<file path="config.mk">
export PLATFORM = sky130hd
export DESIGN_NAME = bfrc_regs
export DESIGN_NICKNAME = d
export VERILOG_FILES = /design/src/rtl/bfrc_pkg.sv /design/src/rtl/bfrc_regs.sv
export SDC_FILE = /design/constraint.sdc
export NUM_CORES = 1
export LEC_CHECK = 0
export BUFFER_PORTS_ARGS = -buffer_cell sky130_fd_sc_hd__buf_2
export CORE_AREA = 2 2 136 138
export CTS_BUF_LIST = sky130_fd_sc_hd__clkbuf_2 sky130_fd_sc_hd__clkbuf_4 sky130_fd_sc_hd__clkbuf_8
export CTS_CLUSTER_SIZE = 24
export DETAILED_ROUTE_END_ITERATION = 16
export DIE_AREA = 0 0 138 140
export GPL_ROUTABILITY_DRIVEN = 0
export PLACE_DENSITY_LB_ADDON = 0.2
export SETUP_SLACK_MARGIN = 0.15
export SLEW_MARGIN = 20
export SYNTH_ARGS = -nofsm -noshare
export SYNTH_HDL_FRONTEND = slang
export SYNTH_SLANG_ARGS = --single-unit
</file>
<file path="constraint.sdc">
create_clock -name i_clk -period 3.2 [get_ports i_clk]
set_clock_uncertainty 0.1 [all_clocks]
set_input_delay 0.96 -clock i_clk [delete_from_list [all_inputs] [get_ports i_clk]]
set_output_delay 0.96 -clock i_clk [all_outputs]
set_load 0.005 [all_outputs]
</file>
<file path="src/rtl/bfrc_pkg.sv">
// ----------------------------------------------------------------------------
// bfrc_pkg
// Shared types and constants of the bridge frame receive checker.
// ----------------------------------------------------------------------------
package bfrc_pkg;

    localparam int MAX_FRAME_BYTES_DEF = 250;
    localparam int MAGIC_BYTES         = 2;
    localparam int HEAD_BYTES          = 4;
    localparam int TIME_FRAME_BYTES    = 8;

    localparam logic [15:0] PACKET_MAGIC   = 16'hC03E;
    localparam logic [15:0] TIME_MAGIC     = 16'hC03F;
    localparam logic [31:0] TIME_FLOOR_RST = 32'd1700000000;
    localparam logic [31:0] COOLDOWN_RST   = 32'd43200000;
    localparam logic [8:0]  SUM_MOD        = 9'd255;

    localparam int ADDR_W = 6;

    typedef enum logic [2:0] {
        REG_KEY_LOW    = 3'd0,
        REG_KEY_HIGH   = 3'd1,
        REG_KEY_LENGTH = 3'd2,
        REG_TIME_FLOOR = 3'd3,
        REG_COOLDOWN   = 3'd4
    } t_reg_idx;

    typedef enum logic [3:0] {
        ST_OK          = 4'd0,
        ST_SUM_BAD     = 4'd1,
        ST_SHORT       = 4'd2,
        ST_LONG        = 4'd3,
        ST_MAGIC       = 4'd4,
        ST_NO_KEY      = 4'd5,
        ST_TIME_OK     = 4'd6,
        ST_TIME_LEN    = 4'd7,
        ST_IMPLAUSIBLE = 4'd8,
        ST_COOLDOWN    = 4'd9
    } t_status;

    typedef struct packed {
        logic [63:0] key_low;
        logic [55:0] key_high;
        logic [3:0]  key_length;
        logic [31:0] time_floor;
        logic [31:0] cooldown_ms;
    } t_cfg;

    typedef struct packed {
        logic [7:0]  payload_byte;
        logic        byte_valid;
        logic        frame_end;
        t_status     status;
        logic [31:0] time_value;
    } t_result;

endpackage

</file>
<file path="src/rtl/bfrc_regs.sv">
// ----------------------------------------------------------------------------
// bfrc_regs
// Configuration registers behind a 64-bit APB-style port.
// ----------------------------------------------------------------------------
module bfrc_regs (
    input  logic                       i_clk,
    input  logic                       i_rst_n,
    input  logic                       psel,
    input  logic                       penable,
    input  logic                       pwrite,
    input  logic [bfrc_pkg::ADDR_W-1:0] paddr,
    input  logic [63:0]                pwdata,
    output logic [63:0]                prdata,
    output logic                       pready,
    output bfrc_pkg::t_cfg             o_cfg
);

    bfrc_pkg::t_cfg   r_cfg;
    bfrc_pkg::t_reg_idx reg_idx;
    logic             wr_en;

    assign pready  = 1'b1;
    assign reg_idx = bfrc_pkg::t_reg_idx'(paddr[bfrc_pkg::ADDR_W-1:3]);
    assign wr_en   = psel & penable & pwrite & pready;
    assign o_cfg   = r_cfg;

    always_ff @(posedge i_clk) begin
        if (!i_rst_n) begin
            r_cfg.key_low     <= '0;
            r_cfg.key_high    <= '0;
            r_cfg.key_length  <= '0;
            r_cfg.time_floor  <= bfrc_pkg::TIME_FLOOR_RST;
            r_cfg.cooldown_ms <= bfrc_pkg::COOLDOWN_RST;
        end else if (wr_en) begin
            unique case (reg_idx)
                bfrc_pkg::REG_KEY_LOW:    r_cfg.key_low     <= pwdata;
                bfrc_pkg::REG_KEY_HIGH:   r_cfg.key_high    <= pwdata[55:0];
                bfrc_pkg::REG_KEY_LENGTH: r_cfg.key_length  <= pwdata[3:0];
                bfrc_pkg::REG_TIME_FLOOR: r_cfg.time_floor  <= pwdata[31:0];
                bfrc_pkg::REG_COOLDOWN:   r_cfg.cooldown_ms <= pwdata[31:0];
                default: ;
            endcase
        end
    end

    always_comb begin
        unique case (reg_idx)
            bfrc_pkg::REG_KEY_LOW:    prdata = r_cfg.key_low;
            bfrc_pkg::REG_KEY_HIGH:   prdata = {8'h00, r_cfg.key_high};
            bfrc_pkg::REG_KEY_LENGTH: prdata = {60'd0, r_cfg.key_length};
            bfrc_pkg::REG_TIME_FLOOR: prdata = {32'd0, r_cfg.time_floor};
            bfrc_pkg::REG_COOLDOWN:   prdata = {32'd0, r_cfg.cooldown_ms};
            default:                  prdata = '0;
        endcase
    end

endmodule

</file>
==> impl_metrics.yaml, run 1 <==
finish:
  largest_register_ffs: 188
  mostFrequentLayoutCells: "buf_2, nand2_1, dfxtp_1"
  nets: 1225
  synthToLayoutAreaGrowth_pct: 30.19
  drive_gt1_share_pct: 35.20
  final_cell_area_sq_mm: 0.01058
  final_common_cell: "buf_2"
  fin_cells: 1393
placed_design:
  place_area_sq_mm: 0.01009
  dp_hpwl_um: 17110
  dp_cells: 1359
  port-buffer-count: 323
logic_synthesis:
  ys_seq_elements: 188
  synth_edf_count: 0
  ys_async_sr_fraction_pct: 0
  synth.yosys.seq_area_share_pct: 46.33
  avgSynthCellArea_sq_um: 9.614
  yosysWarnings: 0
  synthCells: 845
  synth.mux.area_fraction_pct: 21.50
  synthSimpleGateAreaFrac_pct: 13.94
  synth_top_family_by_area: "multiplexers"
  synth_compound_area_share_pct: 12.58
  synthAdderAreaFrac_pct: 0
  synth_area_sq_mm: 0.008124
  synth_xor_area_share_pct: 0
  synth_cell_types: 31
  syn_nets: 920
  synth_ff_type: "dfxtp_1"
floorplanning:
  core_sq_mm: 0.01778
  die_h_um: 140
  fp-row-count: 49
  fp.dieArea_sq_mm: 0.01932
  io_pins: 328
  die_w_um: 138
  start_util_pct: 45.69
clocking:
  cts_root_buf: "clkbuf_8"
  htreeDepth: 4
  insertion_delay_ps: 440
  clkSinkCount: 188
  cts.hold.buffers_added: 0
  clkTransAtPathRegs_ps: 100
  clockBufferDepth: 2
  cts_tree: "built"
  cts_made_buffers: 17
worst_setup_path:
  worst_setup_path_end_kind: "output pin"
  start_kind: "primary input"
  reg2reg_slack_ps: 2310
  worst_ep_arrival_time_ps: 2070
  critPathRequiredTime_ps: 2140
  reg2reg_from: "o_cfg[13]$_SDFFE_PN1P_"
  cp-endpoint: "prdata[23]"
  r2r-end: "o_cfg[13]$_SDFFE_PN1P_"
  worst-setup-path-type: "in2out"
  setup.worst_path.start: "paddr[3]"
  cp_max_fo: 24
  reg2reg_depth: 3
sta:
  worst_pin_slew_ps: 517.7
  rsz0062_at_grt: "true"
  hold_violations: 0
  slew_violations: 0
  period_minus_slack_ps: 3127
  max_slew_margin_pct: 65.49
  holdWs_ps: 376.0
  setup-violations-final: 0
  fmax_mhz: 319.7
  finalCritPeriodShare_pct: 97.73
  final.setup.tns_ps: 0
global_route:
  antenna_found_initial: 2
  grt_max_degree: 68
  grt_pass1_vias: 6815
  grt_use_total_pct: 23.88
  grt_pass1_wl_um: 37400
  grt-ovfl-total: 0
routing:
  drt_first_pass_iters: 6
  drc: 0
  via_per_inst: 5.256
  via_count: 7321
  routed_wl_um: 24180
  drtIter0Drc: 357
  ant_nets: 0
  post_drt_wl_per_cell_um: 17.36
min_path:
  min_path_cells: 2
  hp-class: "reg2reg"
run:
  drv_cap: 0
power_and_ir_drop:
  peakVddDrop_v: 0.0002279
  leakagePower_nw: 4.882
  power_density_mw_per_mm2: 415.2
status:
  outcome: "finished clean"
-- where the power goes --
| group | internal (mW) | total (mW) | switching [mW] | leakage [nW] |
|---|---|---|---|---|
| Combinational | 0.144 | 0.341 | 0.197 | 3.15 |
| Sequential | 2.36 | 2.37 | 0.0155 | 1.52 |
| Clock | 0.820 | 1.68 | 0.858 | 0.212 |
-- through the flow --
step / total power, mW / utilization (%) / worst slack [ps]
6_report: 4.391 / 59.49 / 72.51
3_5_place_dp: 2.759 / 56.73 / 15.01
2_1_floorplan: 2.607 / - / 153.5
3_3_place_gp: 2.756 / 56.73 / 8.572
5_1_grt: 4.550 / 59.49 / 30.82
4_1_cts: 4.427 / 59.39 / 70.67
-- synthesized netlist by cell type (all sizes together), types with 5 or more instances --
cell type | number | area share [%]
nand2 | 232 | 11
dfxtp | 188 | 46
mux2i | 170 | 21
a22o | 52 | 5.6
buf | 39 | 3.4
clkbuf | 34 | 1.6
a221o | 28 | 3.4
inv | 14 | 0.65
nor2b | 10 | 0.77
and2 | 9 | 0.69
o21ai | 9 | 0.55
o311ai | 9 | 0.97
a21oi | 8 | 0.49
a22oi | 8 | 0.74
nand2b | 5 | 0.39
nand3 | 5 | 0.31
o211ai | 5 | 0.46
-- layer usage --
layer | vias up | share of wire (%) | track usage, %
met4 | 0 | 2.2 | 8.700
met1 | 3444 | 43 | 29.99
li1 | 3557 | - | -
met5 | - | 0 | 0
met3 | 33 | 6.2 | 5.231
met2 | 287 | 48 | 40.52
-- how the worst min path moves through the flow --
stage,start,to
6_report,o_cfg[100]$_SDFFE_PN0P_,o_cfg[100]$_SDFFE_PN0P_
3_5_place_dp,o_cfg[37]$_SDFFE_PN0P_,o_cfg[37]$_SDFFE_PN0P_
2_1_floorplan,o_cfg[180]$_SDFFE_PN0P_,o_cfg[180]$_SDFFE_PN0P_
5_1_grt,o_cfg[64]$_SDFFE_PN0P_,o_cfg[64]$_SDFFE_PN0P_
3_3_place_gp,o_cfg[33]$_SDFFE_PN0P_,o_cfg[33]$_SDFFE_PN0P_
4_1_cts,o_cfg[32]$_SDFFE_PN0P_,o_cfg[32]$_SDFFE_PN0P_
-- cells by family after synthesis --
logic type	after synthesis
mux	174
simple gates	272
other cells	1
flops	188
compound gates	123
buf+inv	87
-- cell type report --
cell class	count	area (sq um)
Sequential cell	188	3764
Inverter	14	52.55
Fill cell	1593	7203
Tap cell	229	286.5
Clock inverter	11	155.1
Clock buffer	20	262.8
Timing Repair Buffer	359	2098
Multi-Input combinational cell	570	3953
Antenna cell	2	5.005
-- critical path, stage by stage --
cell and delay (ps):
buf_12 110, and3b_2 240, buf_12 170, a22o_1 190, a221o_1 260, buf_2 130
-- timing repair --
item / CTS / global route
resized for setup: 14 / 4
endpoints found under the setup margin: 63 / 59
pin swaps: 2 / 2
setup buffers: 1 / 0
Note: power is estimated with default switching activity, not from simulation.
==> inputs of run 2 (changes only) <==
--- a/config.mk
+++ b/config.mk
@@ -6,12 +6,13 @@
 export NUM_CORES = 1
 export LEC_CHECK = 0
 export BUFFER_PORTS_ARGS = -buffer_cell sky130_fd_sc_hd__buf_2
-export CORE_AREA = 2 2 136 138
+export CORE_AREA = 2 2 152 124
 export CTS_BUF_LIST = sky130_fd_sc_hd__clkbuf_2 sky130_fd_sc_hd__clkbuf_4 sky130_fd_sc_hd__clkbuf_8
 export CTS_CLUSTER_SIZE = 24
 export DETAILED_ROUTE_END_ITERATION = 16
-export DIE_AREA = 0 0 138 140
+export DIE_AREA = 0 0 154 126
 export GPL_ROUTABILITY_DRIVEN = 0
+export GPL_TIMING_DRIVEN = 0
 export PLACE_DENSITY_LB_ADDON = 0.2
 export SETUP_SLACK_MARGIN = 0.15
 export SLEW_MARGIN = 20
==> run 2 against run 1 <==
- the run now ends with setup timing left
- sequential power hardly changed
- global-route usage is 5.3 points higher
- clock power is 12% higher
- first-iteration DRC count is 84% higher
- largest cell class unchanged
- sequential share of layout area is 1.4 points lower
- non-clock buffer count is 53 higher
- total power is 6.6% higher
- sequential cell count stayed put
- final area is 4.1% higher
- register-to-register slack worse by 30 ps
==> impl_metrics.yaml, run 2 (synthesis gave the netlist of run 1 again) <==
floorplanning:
  core_sq_mm: 0.01789
  start_util_pct: 45.41
  die_w_um: 154
  fp.dieArea_sq_mm: 0.01940
  io_pins: 328
  die_h_um: 126
  fp-row-count: 44
routing:
  post_drt_wl_per_cell_um: 20.60
  drtIter0Drc: 658
  via_count: 7935
  dr_wl_met3_um: 2438
  ant_nets: 0
  drt_first_pass_iters: 7
  drt-met1-wl_um: 13280
  wl_met2_um: 13230
  drc: 0
  via_per_inst: 5.491
  top_layer: "met5"
  routed_wl_um: 29770
placed_design:
  dp_hpwl_um: 21260
  place_area_sq_mm: 0.01002
  port-buffer-count: 321
  place_worst_setup_slack_ps: -589.3
finish:
  final_cell_area_sq_mm: 0.01101
  drive_gt1_share_pct: 35.56
  antenna_cells: 0
  mostFrequentLayoutCells: "buf_2, nand2_1, dfxtp_1"
  largest_register_ffs: 188
  final_util_pct: 61.55
  final_common_cell: "buf_2"
  nets: 1278
  synthToLayoutAreaGrowth_pct: 35.55
run:
  drv_cap: 0
worst_setup_path:
  cp_cell_sequence: "buf_8 -> buf_6 -> nor3b_4 -> buf_6 -> buf_12 -> a22o_1 -> a221o_1 -> buf_2"
  cpMaxStageDelayCell: "a221o_1"
  reg2reg_depth: 3
  r2r-end: "o_cfg[16]$_SDFFE_PN1P_"
  cpLargestDelayFamily: "buffers and inverters"
  reg2reg_slack_ps: 2280
  worst-setup-path-type: "in2out"
  critPathMaxStageDelay_ps: 290
  cp.buffers_inverters: 5
  reg2reg_from: "o_cfg[16]$_SDFFE_PN1P_"
  worst_ep_arrival_time_ps: 2240
  critPathRequiredTime_ps: 2140
  cp_max_fo: 5
  cpMostUsedCell: "buf_6"
  start_kind: "primary input"
  worst_setup_path_end_kind: "output pin"
power_and_ir_drop:
  power_switching_mw: 1.132
  pwr-share-seq_pct: 50.7
  p_clk_share_pct: 40.3
  peakVddDrop_v: 0.0002873
  p_int_mw: 3.548
  power_density_mw_per_mm2: 425.1
  combPwrFrac_pct: 9.0
  sw_frac_of_total_pct: 24.19
  leakagePower_nw: 5.108
clocking:
  clkTransAtPathRegs_ps: 90
  clkSinkCount: 188
  cts.hold.buffers_added: 0
  clockBufferDepth: 2
  cts_made_buffers: 17
  cts_root_buf: "clkbuf_8"
  htreeDepth: 4
  insertion_delay_ps: 450
  cts_tree: "built"
global_route:
  grt_pass1_wl_um: 43370
  grt_max_degree: 17
  grt-ovfl-total: 0
  grt_pass1_vias: 7199
  grt_use_total_pct: 29.21
  antenna_found_initial: 1
sta:
  worst_pin_slew_ps: 839.6
  slew_violations: 0
  max_slew_margin_pct: 44.03
  hold_violations: 0
  period_minus_slack_ps: 3299
  rsz0062_at_grt: "true"
  setup-violations-final: 42
  finalCritPeriodShare_pct: 103.1
  fmax_mhz: 303.1
  setup_slack_ps: -99.14
status:
  outcome: "finished, violations left"
  violations: "setup timing"
min_path:
  hold-path-endpoint: "o_cfg[186]$_SDFFE_PN0P_"
  min_from: "o_cfg[186]$_SDFFE_PN0P_"
  hp-class: "reg2reg"
  min_path_cells: 2
[run 2: cell count changes in the layout (fill, tap and decap cells not counted), sizes merged]
cell,change
buf,+16
inv,-1
clkinvlp,-1
diode,-2
bufinv,+3
clkinv,+1
clkbuf,+35
[run 2: what timing repair did]
action,in CTS,in global routing
setup buffers,8,5
pin swaps,10,7
resized for setup,37,44
gates cloned,1,4
setup endpoints to repair,64,64
[run 2: power groups by stage]
stage	registers [mW]	logic [mW]	clock network [mW]
4_1_cts	2.37	0.381	1.91
5_1_grt	2.38	0.447	2.02
3_5_place_dp	2.43	0.355	0
3_3_place_gp	2.43	0.352	0
2_1_floorplan	2.42	0.183	0
6_report	2.37	0.421	1.89
[run 2: cell type report]
type	instances	area, sq um
Fill cell	1544	6880
Multi-Input combinational cell	570	3978
Sequential cell	188	3764
Timing Repair Buffer	339	1886
Buffer	73	569.3
Tap cell	230	287.8
Clock buffer	18	241.5
Clock inverter	13	234.0
Inverter	14	52.55
[run 2: routing by layer]
layer  track usage (%)  up-vias
met5                 0        -
met1             41.39     3792
li1                  -     3668
met3             5.609       52
met4             9.346        2
met2             45.03      421
[run 2: worst max-delay path by stage]
stage	from	to	slack, ps	cells after the start
6_report	paddr[5]	prdata[30]	-100	8
5_1_grt	paddr[5]	prdata[30]	-120	8
4_1_cts	paddr[5]	prdata[30]	-100	8
3_5_place_dp	paddr[4]	prdata[25]	-590	6
3_3_place_gp	paddr[4]	prdata[22]	-640	6
2_1_floorplan	paddr[4]	prdata[12]	150	6
[run 2: tightest hold or removal path: stages (launching register included)]
cell and delay (ps):
dfxtp_1 330, nand2_1 50, mux2i_1 50
[run 2: per-stage QoR]
step	hold slack, ps	total power, mW	setup TNS [ps]	instances
5_1_grt	388.1	4.838	-3585	1445
4_1_cts	374.7	4.659	-1269	1436
6_report	370.7	4.681	-1717	1445
3_3_place_gp	353.6	2.778	-29360	1396
3_5_place_dp	354.3	2.781	-27770	1396
2_1_floorplan	359.6	2.607	0	845
==> inputs of run 3 (changes only) <==
--- a/config.mk
+++ b/config.mk
@@ -6,11 +6,11 @@
 export NUM_CORES = 1
 export LEC_CHECK = 0
 export BUFFER_PORTS_ARGS = -buffer_cell sky130_fd_sc_hd__buf_2
-export CORE_AREA = 2 2 152 124
+export CORE_AREA = 2 2 191 99
 export CTS_BUF_LIST = sky130_fd_sc_hd__clkbuf_2 sky130_fd_sc_hd__clkbuf_4 sky130_fd_sc_hd__clkbuf_8
 export CTS_CLUSTER_SIZE = 24
 export DETAILED_ROUTE_END_ITERATION = 16
-export DIE_AREA = 0 0 154 126
+export DIE_AREA = 0 0 193 101
 export GPL_ROUTABILITY_DRIVEN = 0
 export GPL_TIMING_DRIVEN = 0
 export PLACE_DENSITY_LB_ADDON = 0.2
@@ -19,3 +19,4 @@
 export SYNTH_ARGS = -nofsm -noshare
 export SYNTH_HDL_FRONTEND = slang
 export SYNTH_SLANG_ARGS = --single-unit
+export TNS_END_PERCENT = 20
==> run 3 against run 2 <==
- the flow still finishes with violations (setup timing)
- largest power group unchanged
- global-route usage is 1.1 points higher
- critical path depth stayed put
- sequential power hardly changed
- sequential share of layout area is 0.47 points higher
- critical endpoint is now prdata[6]
==> impl_metrics.yaml, run 3 (synthesis gave the netlist of run 1 again) <==
status:
  outcome: "finished, violations left"
  violations: "setup timing"
global_route:
  grt_pass1_vias: 7181
  grt-ovfl-total: 0
  grt_max_degree: 17
  grt_pass1_wl_um: 43360
  grt_use_total_pct: 30.34
  antenna_found_initial: 1
sta:
  hold_violations: 0
  period_minus_slack_ps: 3297
  slew_violations: 0
  finalCritPeriodShare_pct: 103.0
  rsz0062_at_grt: "true"
  fmax_mhz: 303.3
  worst_pin_slew_ps: 866.6
  setup_slack_ps: -97.14
  max_slew_margin_pct: 42.22
  setup-violations-final: 28
  holdWs_ps: 374.7
routing:
  drtIter0Drc: 468
  ant_nets: 0
  via_per_inst: 5.483
  drt_first_pass_iters: 5
  via_count: 7956
  post_drt_wl_per_cell_um: 21.06
  drc: 0
  routed_wl_um: 30560
placed_design:
  place_worst_setup_slack_ps: -550.5
  dp_cells: 1406
  dp_hpwl_um: 22430
  place_area_sq_mm: 0.01003
  port-buffer-count: 321
power_and_ir_drop:
  p_int_mw: 3.301
  peakVddDrop_v: 0.0002490
  pwr-share-seq_pct: 53.3
  fin_total_pwr_mw: 4.454
  sw_frac_of_total_pct: 25.88
  combPwrFrac_pct: 9.2
  p_clk_share_pct: 37.6
  power_switching_mw: 1.153
  power_density_mw_per_mm2: 410.0
  leakagePower_nw: 5.023
worst_setup_path:
  cp_cell_sequence: "buf_6 -> buf_6 -> nor3b_4 -> buf_6 -> buf_12 -> a22o_1 -> a221o_1 -> buf_2"
  cpMaxStageDelayCell: "a221o_1"
  start_kind: "primary input"
  critPathRequiredTime_ps: 2140
  cpMostUsedCell: "buf_6"
  critPathMaxStageDelay_ps: 260
  worst_setup_path_end_kind: "output pin"
  cp_max_fo: 5
  cpLargestDelayFamily: "buffers and inverters"
  worst-setup-path-type: "in2out"
  cp.buffers_inverters: 5
  worst_ep_arrival_time_ps: 2240
clocking:
  htreeDepth: 4
  cts.hold.buffers_added: 0
  clkSinkCount: 188
  clkTransAtPathRegs_ps: 90
  cts_made_buffers: 17
  clockBufferDepth: 2
  insertion_delay_ps: 450
  cts_tree: "built"
  cts_root_buf: "clkbuf_8"
floorplanning:
  start_util_pct: 45.25
  io_pins: 328
  die_w_um: 193
  fp-row-count: 35
  core_sq_mm: 0.01795
  die_h_um: 101
  fp.dieArea_sq_mm: 0.01949
finish:
  synthToLayoutAreaGrowth_pct: 33.70
  final_common_cell: "buf_2"
  largest_register_ffs: 188
  nets: 1272
  final_cell_area_sq_mm: 0.01086
  mostFrequentLayoutCells: "buf_2, nand2_1, dfxtp_1"
  fin_cells: 1451
  drive_gt1_share_pct: 35.79
  fillerInstances: 1607
min_path:
  hp-class: "reg2reg"
run:
  drv_cap: 0
-- run 3: changes by cell type in the layout (fill, tap and decap cells not counted), moves of 3 or more --
| cell | delta |
|---|---|
| clkbuf_16 | -3 |
| clkbuf_8 | +4 |
| clkinv_4 | +3 |
| bufinv_16 | -4 |
| and2_1 | -7 |
| buf_12 | -4 |
| buf_4 | +5 |
| buf_6 | +5 |
| buf_2 | -6 |
| and2_4 | +7 |
-- run 3: cell type report --
| class | instances | area, sq um | area share [%] |
|---|---|---|---|
| multi-input combinational | 570 | 3994 | 36.77 |
| sequential | 188 | 3764 | 34.65 |
| timing repair buffer | 333 | 1817 | 16.73 |
| antenna | 1 | 2.502 | 0.02304 |
| clock buffer | 21 | 289.0 | 2.661 |
| tap | 240 | 300.3 | 2.765 |
| clock inverter | 11 | 131.4 | 1.210 |
| buffer | 73 | 511.7 | 4.711 |
| inverter | 14 | 52.55 | 0.4838 |
-- run 3: power by group through the flow --
stage               combinational, mW  clock (mW)  sequential [mW]
CTS                             0.385        1.70             2.37
global placement                0.356           0             2.43
detailed placement              0.359           0             2.43
finish                          0.408        1.67             2.37
floorplan                       0.183           0             2.42
global route                    0.433        1.79             2.38
-- run 3: metrics by stage --
step / TNS (ps) / utilization [%]
2_1_floorplan: 0 / -
3_3_place_gp: -25050 / 55.87
3_5_place_dp: -25380 / 55.87
4_1_cts: -1556 / 59.36
5_1_grt: -2475 / 60.48
6_report: -1254 / 60.49
-- run 3: final timing paths --
| check | startpoint | to | slack (ps) | cells past startpoint |
|---|---|---|---|---|
| min reg2reg | o_cfg[149]$_SDFFE_PN0P_ | o_cfg[149]$_SDFFE_PN0P_ | 370 | 2 |
| min | o_cfg[149]$_SDFFE_PN0P_ | o_cfg[149]$_SDFFE_PN0P_ | 370 | 2 |
| max reg2reg | o_cfg[20]$_SDFFE_PN1P_ | o_cfg[20]$_SDFFE_PN1P_ | 2300 | 3 |
| max | paddr[5] | prdata[6] | -100 | 8 |
-- run 3: per-layer routing --
metal / global-route usage [%] / vias to the layer above / share of wire (%)
met5: 0 / - / 0.059
met4: 7.692 / 2 / 1.6
met3: 6.961 / 45 / 8.9
met2: 43.53 / 361 / 42
met1: 45.44 / 3888 / 48
li1: - / 3660 / -
-- run 3: timing repair --
item | CTS | global route
buffers inserted | 7 | 3
resized for setup | 35 | 42
pin swaps | 18 | 13
cloned | 1 | 1
endpoints found under the setup margin | 64 | 64
-- run 3: worst reg2reg max path, delay by kind of cell, from the launching register on --
kind | cells | cell delay [ps]
flip-flops | 1 | 350
AO/OA/AOI/OAI | 2 | 180
AND/OR/NAND/NOR | 1 | 150
